### config.mk
export PLATFORM = sky130hd
export DESIGN_NAME = byte_frame_deframer_xor_check_unit_flat
export DESIGN_NICKNAME = d
export VERILOG_FILES = /design/src/rtl/core/bfd_pkg.sv /design/src/rtl/core/bfd_if.sv /design/src/rtl/core/byte_frame_deframer_xor_check_unit.sv /design/src/rtl/core/bfd_ctrl.sv /design/src/rtl/core/bfd_dp.sv /design/src/flat_wrapper.sv
export SDC_FILE = /design/constraint.sdc
export NUM_CORES = 1
export LEC_CHECK = 0
export BUFFER_PORTS_ARGS = -buffer_cell sky130_fd_sc_hd__buf_2
export CAP_MARGIN = 10
export CORE_AREA = 2 2 192 194
export CTS_CLUSTER_SIZE = 16
export DETAILED_ROUTE_END_ITERATION = 16
export DIE_AREA = 0 0 194 196
export GPL_TIMING_DRIVEN = 0
export MAX_ROUTING_LAYER = met4
export PLACE_DENSITY = 0.69
export SLEW_MARGIN = 30
export SYNTH_ARGS = -nofsm -noshare
export SYNTH_HDL_FRONTEND = slang
export SYNTH_SLANG_ARGS = --single-unit
### constraint.sdc
create_clock -name clk -period 5.05 [get_ports clk]
set_clock_uncertainty 0.05 [all_clocks]
set_input_delay 0.7575 -clock clk [delete_from_list [all_inputs] [get_ports clk]]
set_output_delay 0.7575 -clock clk [all_outputs]
set_load 0.01 [all_outputs]
### src/rtl/core/bfd_pkg.sv
// Shared types, constants and command/status structs of the byte frame deframer.
package bfd_pkg;

  localparam int PAYLOAD_DEPTH = 32;
  localparam int MAX_RUN       = 32;
  localparam int ADDR_W        = $clog2(PAYLOAD_DEPTH);
  localparam int CNT_W         = $clog2(PAYLOAD_DEPTH + 1);
  localparam int LIMIT_CAP_I   = (PAYLOAD_DEPTH < MAX_RUN) ? PAYLOAD_DEPTH : MAX_RUN;
  localparam logic [5:0] LIMIT_CAP = 6'(LIMIT_CAP_I);

  localparam int CFG_IDX_W = 4;

  localparam logic [7:0] START_BYTE_RST  = 8'd170;
  localparam logic [7:0] END_BYTE_RST    = 8'd85;
  localparam logic [5:0] MAX_LEN_RST     = 6'd32;
  localparam logic [7:0] TIMEOUT_RST     = 8'd10;

  typedef enum logic [CFG_IDX_W-1:0] {
    CFG_START_BYTE = 4'd0,
    CFG_END_BYTE   = 4'd1,
    CFG_MAX_LEN    = 4'd2,
    CFG_TIMEOUT    = 4'd3
  } cfg_reg_t;

  typedef enum logic [2:0] {
    STAT_OK       = 3'd0,
    STAT_LEN_LONG = 3'd1,
    STAT_TIMEOUT  = 3'd2,
    STAT_BAD_END  = 3'd3,
    STAT_BAD_SUM  = 3'd4
  } status_t;

  typedef enum logic [2:0] {
    S_HUNT,
    S_ID,
    S_LEN,
    S_DATA,
    S_SUM,
    S_END,
    S_READ,
    S_SEND
  } state_t;

  typedef struct packed {
    logic    load_id;
    logic    load_len;
    logic    load_data;
    logic    load_sum;
    logic    tick_inc;
    logic    emit;
    status_t emit_code;
    logic    emit_payload;
    logic    replay_clear;
    logic    replay_read;
    logic    replay_next;
  } dp_cmd_t;

  typedef struct packed {
    logic start_hit;
    logic len_over;
    logic len_zero;
    logic frame_empty;
    logic data_done;
    logic tick_expired;
    logic end_ok;
    logic sum_ok;
    logic replay_last;
    logic out_free;
  } dp_stat_t;

endpackage

### src/rtl/core/bfd_if.sv
// Valid/ready channel interfaces: input items, result items and register writes.
interface bfd_item_if;
  logic       valid;
  logic       ready;
  logic       kind;
  logic [7:0] data_byte;
  modport source (output valid, kind, data_byte, input ready);
  modport sink (input valid, kind, data_byte, output ready);
endinterface

interface bfd_result_if;
  logic       valid;
  logic       ready;
  logic [2:0] status;
  logic [7:0] msg_id;
  logic [7:0] frame_length;
  logic [7:0] payload_byte;
  logic [4:0] byte_index;
  logic       last;
  modport source (output valid, status, msg_id, frame_length, payload_byte, byte_index, last,
                  input ready);
  modport sink (input valid, status, msg_id, frame_length, payload_byte, byte_index, last,
                output ready);
endinterface

interface bfd_cfg_if import bfd_pkg::*; ();
  logic                 valid;
  logic                 ready;
  logic [CFG_IDX_W-1:0] index;
  logic [7:0]           data;
  modport source (output valid, index, data, input ready);
  modport sink (input valid, index, data, output ready);
endinterface

### src/rtl/core/byte_frame_deframer_xor_check_unit.sv
// Top level of the byte frame deframer with XOR checksum.
// Each input item (a received byte or a time tick) is taken whenever the result register is
// empty or being drained in that cycle; faulted frames give a single status result loaded in
// the same cycle as the byte or tick that ends them. After a good end byte the payload is replayed
// from the payload memory, each byte through a memory read step (the read port is registered)
// and then a result-load step that waits for a free result register; no input is taken during
// the replay. An empty valid frame gives its one result immediately. The payload memory
// needs no clearing after reset; registers can be written at any time through the cfg channel.
module byte_frame_deframer_xor_check_unit import bfd_pkg::*; (
  input  logic         clk,
  input  logic         rst,
  bfd_item_if.sink     item,
  bfd_result_if.source result,
  bfd_cfg_if.sink      cfg
);

  dp_cmd_t  cmd;
  dp_stat_t stat;
  logic     item_ready;

  assign item.ready = item_ready;

  bfd_ctrl u_ctrl (
    .clk        (clk),
    .rst        (rst),
    .item_valid (item.valid),
    .item_kind  (item.kind),
    .item_ready (item_ready),
    .stat       (stat),
    .cmd        (cmd)
  );

  bfd_dp u_dp (
    .clk       (clk),
    .rst       (rst),
    .data_byte (item.data_byte),
    .cmd       (cmd),
    .stat      (stat),
    .cfg       (cfg),
    .result    (result)
  );

endmodule

### src/rtl/core/bfd_ctrl.sv
// Frame controller: phase tracking, timeout decisions and payload replay sequencing.
module bfd_ctrl import bfd_pkg::*; (
  input  logic     clk,
  input  logic     rst,
  input  logic     item_valid,
  input  logic     item_kind,
  output logic     item_ready,
  input  dp_stat_t stat,
  output dp_cmd_t  cmd
);

  state_t state, state_next;
  logic   in_phase;
  logic   acc;
  logic   tick_phase;

  always_ff @(posedge clk) begin
    if (rst) begin
      state <= S_HUNT;
    end else begin
      state <= state_next;
    end
  end

  assign in_phase   = (state != S_READ) && (state != S_SEND);
  assign tick_phase = (state == S_DATA) || (state == S_SUM) || (state == S_END);
  assign item_ready = in_phase && stat.out_free;
  assign acc        = item_valid && item_ready;

  always_comb begin
    cmd        = '0;
    state_next = state;
    if (acc && item_kind) begin
      // ticks only count once the length is known
      if (tick_phase) begin
        if (stat.tick_expired) begin
          cmd.emit      = 1'b1;
          cmd.emit_code = STAT_TIMEOUT;
          state_next    = S_HUNT;
        end else begin
          cmd.tick_inc = 1'b1;
        end
      end
    end else if (acc) begin
      case (state)
        S_HUNT: begin
          if (stat.start_hit) state_next = S_ID;
        end
        S_ID: begin
          cmd.load_id = 1'b1;
          state_next  = S_LEN;
        end
        S_LEN: begin
          cmd.load_len = 1'b1;
          if (stat.len_over) begin
            cmd.emit      = 1'b1;
            cmd.emit_code = STAT_LEN_LONG;
            state_next    = S_HUNT;
          end else if (stat.len_zero) begin
            state_next = S_SUM;
          end else begin
            state_next = S_DATA;
          end
        end
        S_DATA: begin
          cmd.load_data = 1'b1;
          if (stat.data_done) state_next = S_SUM;
        end
        S_SUM: begin
          cmd.load_sum = 1'b1;
          state_next   = S_END;
        end
        S_END: begin
          state_next = S_HUNT;
          if (!stat.end_ok) begin
            cmd.emit      = 1'b1;
            cmd.emit_code = STAT_BAD_END;
          end else if (!stat.sum_ok) begin
            cmd.emit      = 1'b1;
            cmd.emit_code = STAT_BAD_SUM;
          end else if (stat.frame_empty) begin
            cmd.emit      = 1'b1;
            cmd.emit_code = STAT_OK;
          end else begin
            cmd.replay_clear = 1'b1;
            state_next       = S_READ;
          end
        end
        default: state_next = S_HUNT;
      endcase
    end else begin
      case (state)
        S_READ: begin
          cmd.replay_read = 1'b1;
          state_next      = S_SEND;
        end
        S_SEND: begin
          if (stat.out_free) begin
            cmd.emit         = 1'b1;
            cmd.emit_code    = STAT_OK;
            cmd.emit_payload = 1'b1;
            if (stat.replay_last) begin
              state_next = S_HUNT;
            end else begin
              cmd.replay_next = 1'b1;
              state_next      = S_READ;
            end
          end
        end
        default: ;
      endcase
    end
  end

  a_emit_slot_free: assert property (@(posedge clk) disable iff (rst)
    cmd.emit |-> stat.out_free)
    else $error("result loaded while output register still occupied");

  a_no_input_in_replay: assert property (@(posedge clk) disable iff (rst)
    (state == S_READ || state == S_SEND) |-> !item_ready)
    else $error("input taken during payload replay");

  a_replay_from_end: assert property (@(posedge clk) disable iff (rst)
    cmd.replay_clear |=> (state == S_READ))
    else $error("replay start did not enter read step");

endmodule

### src/rtl/core/bfd_dp.sv
// Datapath: config registers, frame fields, checksum, payload memory and result register.
module bfd_dp import bfd_pkg::*; (
  input  logic          clk,
  input  logic          rst,
  input  logic [7:0]    data_byte,
  input  dp_cmd_t       cmd,
  output dp_stat_t      stat,
  bfd_cfg_if.sink       cfg,
  bfd_result_if.source  result
);

  logic [7:0]       start_byte;
  logic [7:0]       end_byte;
  logic [5:0]       max_payload_len;
  logic [7:0]       timeout_ticks;
  logic [5:0]       len_limit;

  logic [7:0]       frame_id;
  logic [7:0]       frame_length;
  logic [CNT_W-1:0] byte_count;
  logic [7:0]       running_xor;
  logic [7:0]       received_sum;
  logic [7:0]       tick_count;
  logic [ADDR_W-1:0] rd_idx;

  logic [7:0]       mem [PAYLOAD_DEPTH];
  logic [7:0]       rd_data;

  logic             out_valid;
  status_t          res_status;
  logic [7:0]       res_msg_id;
  logic [7:0]       res_frame_length;
  logic [7:0]       res_payload;
  logic [4:0]       res_index;
  logic             res_last;

  assign cfg.ready = 1'b1;

  assign len_limit = (max_payload_len > LIMIT_CAP) ? LIMIT_CAP : max_payload_len;

  always_comb begin
    stat.start_hit    = (data_byte == start_byte);
    stat.len_over     = (data_byte > {2'b00, len_limit});
    stat.len_zero     = (data_byte == 8'd0);
    stat.frame_empty  = (frame_length == 8'd0);
    stat.data_done    = ((8'(byte_count) + 8'd1) >= frame_length);
    stat.tick_expired = (tick_count >= timeout_ticks);
    stat.end_ok       = (data_byte == end_byte);
    stat.sum_ok       = (received_sum == running_xor);
    stat.replay_last  = ((8'(rd_idx) + 8'd1) == frame_length);
    stat.out_free     = !out_valid || result.ready;
  end

  always_ff @(posedge clk) begin
    if (rst) begin
      start_byte      <= START_BYTE_RST;
      end_byte        <= END_BYTE_RST;
      max_payload_len <= MAX_LEN_RST;
      timeout_ticks   <= TIMEOUT_RST;
    end else if (cfg.valid) begin
      case (cfg.index)
        CFG_START_BYTE: start_byte      <= cfg.data;
        CFG_END_BYTE:   end_byte        <= cfg.data;
        CFG_MAX_LEN:    max_payload_len <= cfg.data[5:0];
        CFG_TIMEOUT:    timeout_ticks   <= cfg.data;
        default: ;
      endcase
    end
  end

  always_ff @(posedge clk) begin
    if (rst) begin
      frame_id     <= '0;
      frame_length <= '0;
      byte_count   <= '0;
      running_xor  <= '0;
      received_sum <= '0;
      tick_count   <= '0;
      rd_idx       <= '0;
    end else begin
      if (cmd.load_id) begin
        frame_id    <= data_byte;
        running_xor <= data_byte;
      end
      if (cmd.load_len) begin
        frame_length <= data_byte;
        running_xor  <= running_xor ^ data_byte;
        byte_count   <= '0;
        tick_count   <= '0;
      end
      if (cmd.load_data) begin
        running_xor <= running_xor ^ data_byte;
        byte_count  <= byte_count + CNT_W'(1);
      end
      if (cmd.load_sum) received_sum <= data_byte;
      if (cmd.tick_inc) tick_count <= tick_count + 8'd1;
      if (cmd.replay_clear) begin
        rd_idx <= '0;
      end else if (cmd.replay_next) begin
        rd_idx <= rd_idx + ADDR_W'(1);
      end
    end
  end

  // payload memory: one write port, one registered read port
  always_ff @(posedge clk) begin
    if (cmd.load_data && (byte_count < CNT_W'(PAYLOAD_DEPTH))) begin
      mem[byte_count[ADDR_W-1:0]] <= data_byte;
    end
    if (cmd.replay_read) rd_data <= mem[rd_idx];
  end

  always_ff @(posedge clk) begin
    if (rst) begin
      out_valid <= 1'b0;
    end else if (cmd.emit) begin
      out_valid <= 1'b1;
    end else if (result.ready) begin
      out_valid <= 1'b0;
    end
  end

  always_ff @(posedge clk) begin
    if (cmd.emit) begin
      res_status       <= cmd.emit_code;
      res_msg_id       <= frame_id;
      // a length fault reports the length byte taken in this same cycle
      res_frame_length <= cmd.load_len ? data_byte : frame_length;
      res_payload      <= cmd.emit_payload ? rd_data : 8'd0;
      res_index        <= cmd.emit_payload ? 5'(rd_idx) : 5'd0;
      res_last         <= cmd.emit_payload ? stat.replay_last : 1'b1;
    end
  end

  assign result.valid        = out_valid;
  assign result.status       = res_status;
  assign result.msg_id       = res_msg_id;
  assign result.frame_length = res_frame_length;
  assign result.payload_byte = res_payload;
  assign result.byte_index   = res_index;
  assign result.last         = res_last;

  a_store_in_range: assert property (@(posedge clk) disable iff (rst)
    cmd.load_data |-> (byte_count < CNT_W'(PAYLOAD_DEPTH)))
    else $error("payload write beyond store depth");

  a_replay_within_frame: assert property (@(posedge clk) disable iff (rst)
    cmd.replay_read |-> (8'(rd_idx) < frame_length))
    else $error("replay read past frame length");

  a_result_held: assert property (@(posedge clk) disable iff (rst)
    (out_valid && !result.ready) |=> (out_valid && $stable({res_status, res_msg_id,
      res_frame_length, res_payload, res_index, res_last})))
    else $error("waiting result changed before transfer");

endmodule

### src/flat_wrapper.sv
// flat-port wrapper written by rule: the top's interface ports become plain ports
module byte_frame_deframer_xor_check_unit_flat import bfd_pkg::*;
  (clk, rst, item_valid, item_kind, item_data_byte, item_ready, result_valid, result_status, result_msg_id, result_frame_length, result_payload_byte, result_byte_index, result_last, result_ready, cfg_valid, cfg_index, cfg_data, cfg_ready);
  bfd_item_if item_i ();
  bfd_result_if result_i ();
  bfd_cfg_if cfg_i ();
  input  logic clk;
  input  logic rst;
  input wire logic [$bits(item_i.valid)-1:0] item_valid;
  input wire logic [$bits(item_i.kind)-1:0] item_kind;
  input wire logic [$bits(item_i.data_byte)-1:0] item_data_byte;
  output wire logic [$bits(item_i.ready)-1:0] item_ready;
  output wire logic [$bits(result_i.valid)-1:0] result_valid;
  output wire logic [$bits(result_i.status)-1:0] result_status;
  output wire logic [$bits(result_i.msg_id)-1:0] result_msg_id;
  output wire logic [$bits(result_i.frame_length)-1:0] result_frame_length;
  output wire logic [$bits(result_i.payload_byte)-1:0] result_payload_byte;
  output wire logic [$bits(result_i.byte_index)-1:0] result_byte_index;
  output wire logic [$bits(result_i.last)-1:0] result_last;
  input wire logic [$bits(result_i.ready)-1:0] result_ready;
  input wire logic [$bits(cfg_i.valid)-1:0] cfg_valid;
  input wire logic [$bits(cfg_i.index)-1:0] cfg_index;
  input wire logic [$bits(cfg_i.data)-1:0] cfg_data;
  output wire logic [$bits(cfg_i.ready)-1:0] cfg_ready;
  assign item_i.valid = item_valid;
  assign item_i.kind = item_kind;
  assign item_i.data_byte = item_data_byte;
  assign item_ready = item_i.ready;
  assign result_valid = result_i.valid;
  assign result_status = result_i.status;
  assign result_msg_id = result_i.msg_id;
  assign result_frame_length = result_i.frame_length;
  assign result_payload_byte = result_i.payload_byte;
  assign result_byte_index = result_i.byte_index;
  assign result_last = result_i.last;
  assign result_i.ready = result_ready;
  assign cfg_i.valid = cfg_valid;
  assign cfg_i.index = cfg_index;
  assign cfg_i.data = cfg_data;
  assign cfg_ready = cfg_i.ready;
  byte_frame_deframer_xor_check_unit u_core (.clk(clk), .rst(rst), .item(item_i), .result(result_i), .cfg(cfg_i));
endmodule
==> results.yml <==
yosys:
  yosysMostFrequentCell: "edfxtp_1"
  synth_edf_count: 297
  async_flop_share_pct: 0
  synth_common_cells: "edfxtp_1, nor2_1, dfxtp_1"
  synth.yosys.seq_area_share_pct: 66.48
  synthCells: 1043
  synth_warnings: 0
  synth_top_cell_by_area: "edfxtp_1"
  synth_fp_nets: 1096
  synth_area_leaders: "edfxtp_1, mux4_2, dfxtp_1"
  synth.top_cell.area_share_pct: 55.83
  synth_cell_types: 63
  avgSynthCellArea_um2: 15.32
  syn_area_um2: 15970
  synth_flop_cell: "edfxtp_1"
  synth_seq_cells: 382
status:
  status: "finished clean"
floorplanning:
  die_area_um2: 38020
  pin_count: 62
  core-area_um2: 36080
  start_util_pct: 44.27
  fp.dieW_um: 194
  die_h_um: 196
  rows: 70
critical_path:
  crit_type: "in2reg"
  critical_path.max_fanout: 33
  slowest_delay_ns: 0.50
  crit_buf_inv: 5
  cp-start-kind: "primary input"
  arrival_ns: 3.62
  cp-end-kind: "flip-flop"
  cp.depth: 10
  slowest_stage: "clkbuf_1"
  crit_chain: "buf_2, clkbuf_1, inv_1, ha_1, nand2_1, nor3_1, inv_1, nand4_1, nand3_2, buf_16"
  worst_path_most_repeated_cell: "inv_1"
  cp_data_required_time_ns: 5.27
  ff2ff_path_depth: 7
  path_delay_family: "buffers and inverters"
global_route:
  grt_max_degree: 35
  grt_pass1_wl_um: 54860
  antenna_found_initial: 0
  grt_overflow: 0
  grt_usage_pct: 19.46
  grt_pass1_vias: 9207
job:
  maxCapViolCount: 0
clock_network:
  clock_sinks: 382
  post_cts_buffers: 0
  cts.clk_slew.worst_paths_ns: 0.05
  cts_tree: "built"
  cts-root-buf: "clkbuf_16"
  holdBufCountCts: 0
  numCtsBuffers: 40
  post_cts_resized: 0
  h-tree-depth: 2
  clk_latency_ns: 0.52
  cts_buffer_depth: 3
power_and_ir_drop:
  power.density_nw_per_um2: 350.4
  p_leak_nw: 5.925
  combPwrFrac_pct: 2.1
  pwr-share-seq_pct: 53.1
  switching_share_pct: 19.87
  max-vdd-ir-drop_v: 0.0003185
  p_switching_mw: 1.268
  p_clk_share_pct: 44.8
  intPower_mw: 5.113
route:
  first_iter_violations: 798
  wl_per_cell_um: 21.66
  wl_met3_um: 1711
  wl_met2_um: 17670
  wl_um: 35650
  num_vias: 9168
  wl_met1_um: 15660
  drc_errors: 0
  dr.pass1.iters: 5
  top_layer: "met4"
  ant_nets: 0
  viasPerCell: 5.570
sta:
  period_minus_slack_ns: 3.405
  tightest_slew_ns: 0.9947
  rsz0062_at_grt: "false"
  period_share_pct: 67.42
  setup_viol: 0
  final.setup.tns_ns: 0
  relSlewSlack_pct: 32.99
  drv_slew: 0
  finalHoldViolations: 0
  timing.fmax_ghz: 0.2937
placed_design:
  gp_congestion: 0.9027
  place_inst: 1573
  portBuffers: 59
  place_hpwl_um: 23960
cells_and_area:
  fin_cells: 1646
  drive_gt1_share_pct: 20.80
  antenna_cells: 0
  area_growth_pct: 14.00
  nets: 1200
hold_path:
  hold_depth: 0
  hold_path_class: "reg2reg"
area by class of cell:
class,instances,area [um2]
Multi-Input combinational cell,582,5044
Clock buffer,55,1150
Inverter,27,101.3
Buffer,52,236.5
Timing Repair Buffer,62,332.8
Sequential cell,382,10620
Tap cell,468,585.6
Fill cell,2992,17870
Clock inverter,18,140.1
path summary, 6_finish.rpt:
check / from / endpoint / slack, ns
max: item_data_byte[0] / u_core.u_dp.result.byte_index[1]$_SDFFCE_PN0P_ / 1.65
max reg2reg: u_core.u_dp.result.valid$_SDFFE_PP0P_ / u_core.u_dp.mem[12][5]$_DFFE_PP_ / 1.66
min reg2reg: u_core.u_dp.frame_id[5]$_SDFFE_PP0P_ / u_core.u_dp.result.msg_id[5]$_DFFE_PP_ / 0.38
min: u_core.u_dp.frame_id[5]$_SDFFE_PP0P_ / u_core.u_dp.result.msg_id[5]$_DFFE_PP_ / 0.38
power by group through the flow:
stage	sequential (mW)	clock [mW]	combinational (mW)
4_1_cts	3.39	2.90	0.136
5_1_grt	3.39	3.02	0.149
2_1_floorplan	3.45	0	0.0586
3_3_place_gp	3.45	0	0.131
3_5_place_dp	3.45	0	0.136
6_report	3.39	2.86	0.136
layer usage:
metal	up-vias	GRT usage [%]
met5	-	-
li1	4176	-
met3	44	2.390
met4	0	4.742
met2	280	32.28
met1	4668	25.83
metrics by stage:
| step | instance area (um2) | setup WS (ns) | utilization [%] | hold slack [ns] | total power, mW |
|---|---|---|---|---|---|
| finish | 18210 | 1.645 | 50.46 | 0.3785 | 6.381 |
| CTS | 18210 | 1.622 | 50.46 | 0.3799 | 6.427 |
| global placement | 16850 | 0.1937 | 46.71 | 0.3670 | 3.585 |
| floorplan | 15970 | 1.750 | - | 0.3581 | 3.513 |
| global route | 18210 | 1.393 | 50.46 | 0.3967 | 6.560 |
| detailed placement | 16920 | 1.090 | 46.88 | 0.3665 | 3.591 |
registers in the layout (all words and copies together), names as in the netlist:
signal and count:
u_core.u_dp.mem 256, u_core.u_dp.end_byte 8, u_core.u_dp.frame_id 8, u_core.u_dp.frame_length 8, u_core.u_dp.rd_data 8, u_core.u_dp.received_sum 8
u_core.u_dp.result.frame_length 8, u_core.u_dp.result.msg_id 8, u_core.u_dp.result.payload_byte 8, u_core.u_dp.running_xor 8, u_core.u_dp.start_byte 8, u_core.u_dp.tick_count 8
u_core.u_dp.timeout_ticks 8, u_core.u_dp.byte_count 6, u_core.u_dp.max_payload_len 6, u_core.u_dp.rd_idx 5, u_core.u_dp.result.byte_index 5, u_core.u_ctrl.state 3
u_core.u_dp.result.status 3, u_core.u_dp.result.last 1, u_core.u_dp.result.valid 1
logic make-up (layout without fill, tap and decap cells):
| group | after synthesis | count (layout) | synth area share (%) |
|---|---|---|---|
| other | 1 | 1 | 0.02348 |
| XOR/XNOR | 47 | 47 | 2.577 |
| multiplexers | 126 | 126 | 14.29 |
| flip-flops | 382 | 382 | 66.48 |
| adder cells (fa/ha/maj) | 27 | 27 | 2.115 |
| AND/OR/NAND/NOR | 299 | 299 | 9.086 |
| AO/OA/AOI/OAI | 82 | 82 | 3.313 |
| buffers and inverters | 79 | 214 | 2.115 |
cell usage in the layout (no fill, tap or decap), types with 5 or more instances in the layout:
cell type  Yosys  layout
nand3b_1       7       7
ha_1          27      27
clkbuf_8       0       5
nand2_1       79      79
mux4_2        80      80
and2_1        21      21
nand2b_1       9       9
xor2_1         5       5
buf_2         12      73
xnor2_1       42      42
nand4_1        9       9
clkinv_1       0       9
nor3_1         5       5
nor4_1         6       5
a211oi_1       6       6
buf_1          6       6
edfxtp_1     297     297
a21oi_1       30      30
dfxtp_1       85      85
mux2_2        16      16
mux2i_1       30      30
and3_1         7       7
nand3_1       30      29
o21ai_0       14      14
inv_1         27      27
clkbuf_16      0      42
clkbuf_1      30      38
nor2_1        98      97
Power figures use the tool's default switching activity.
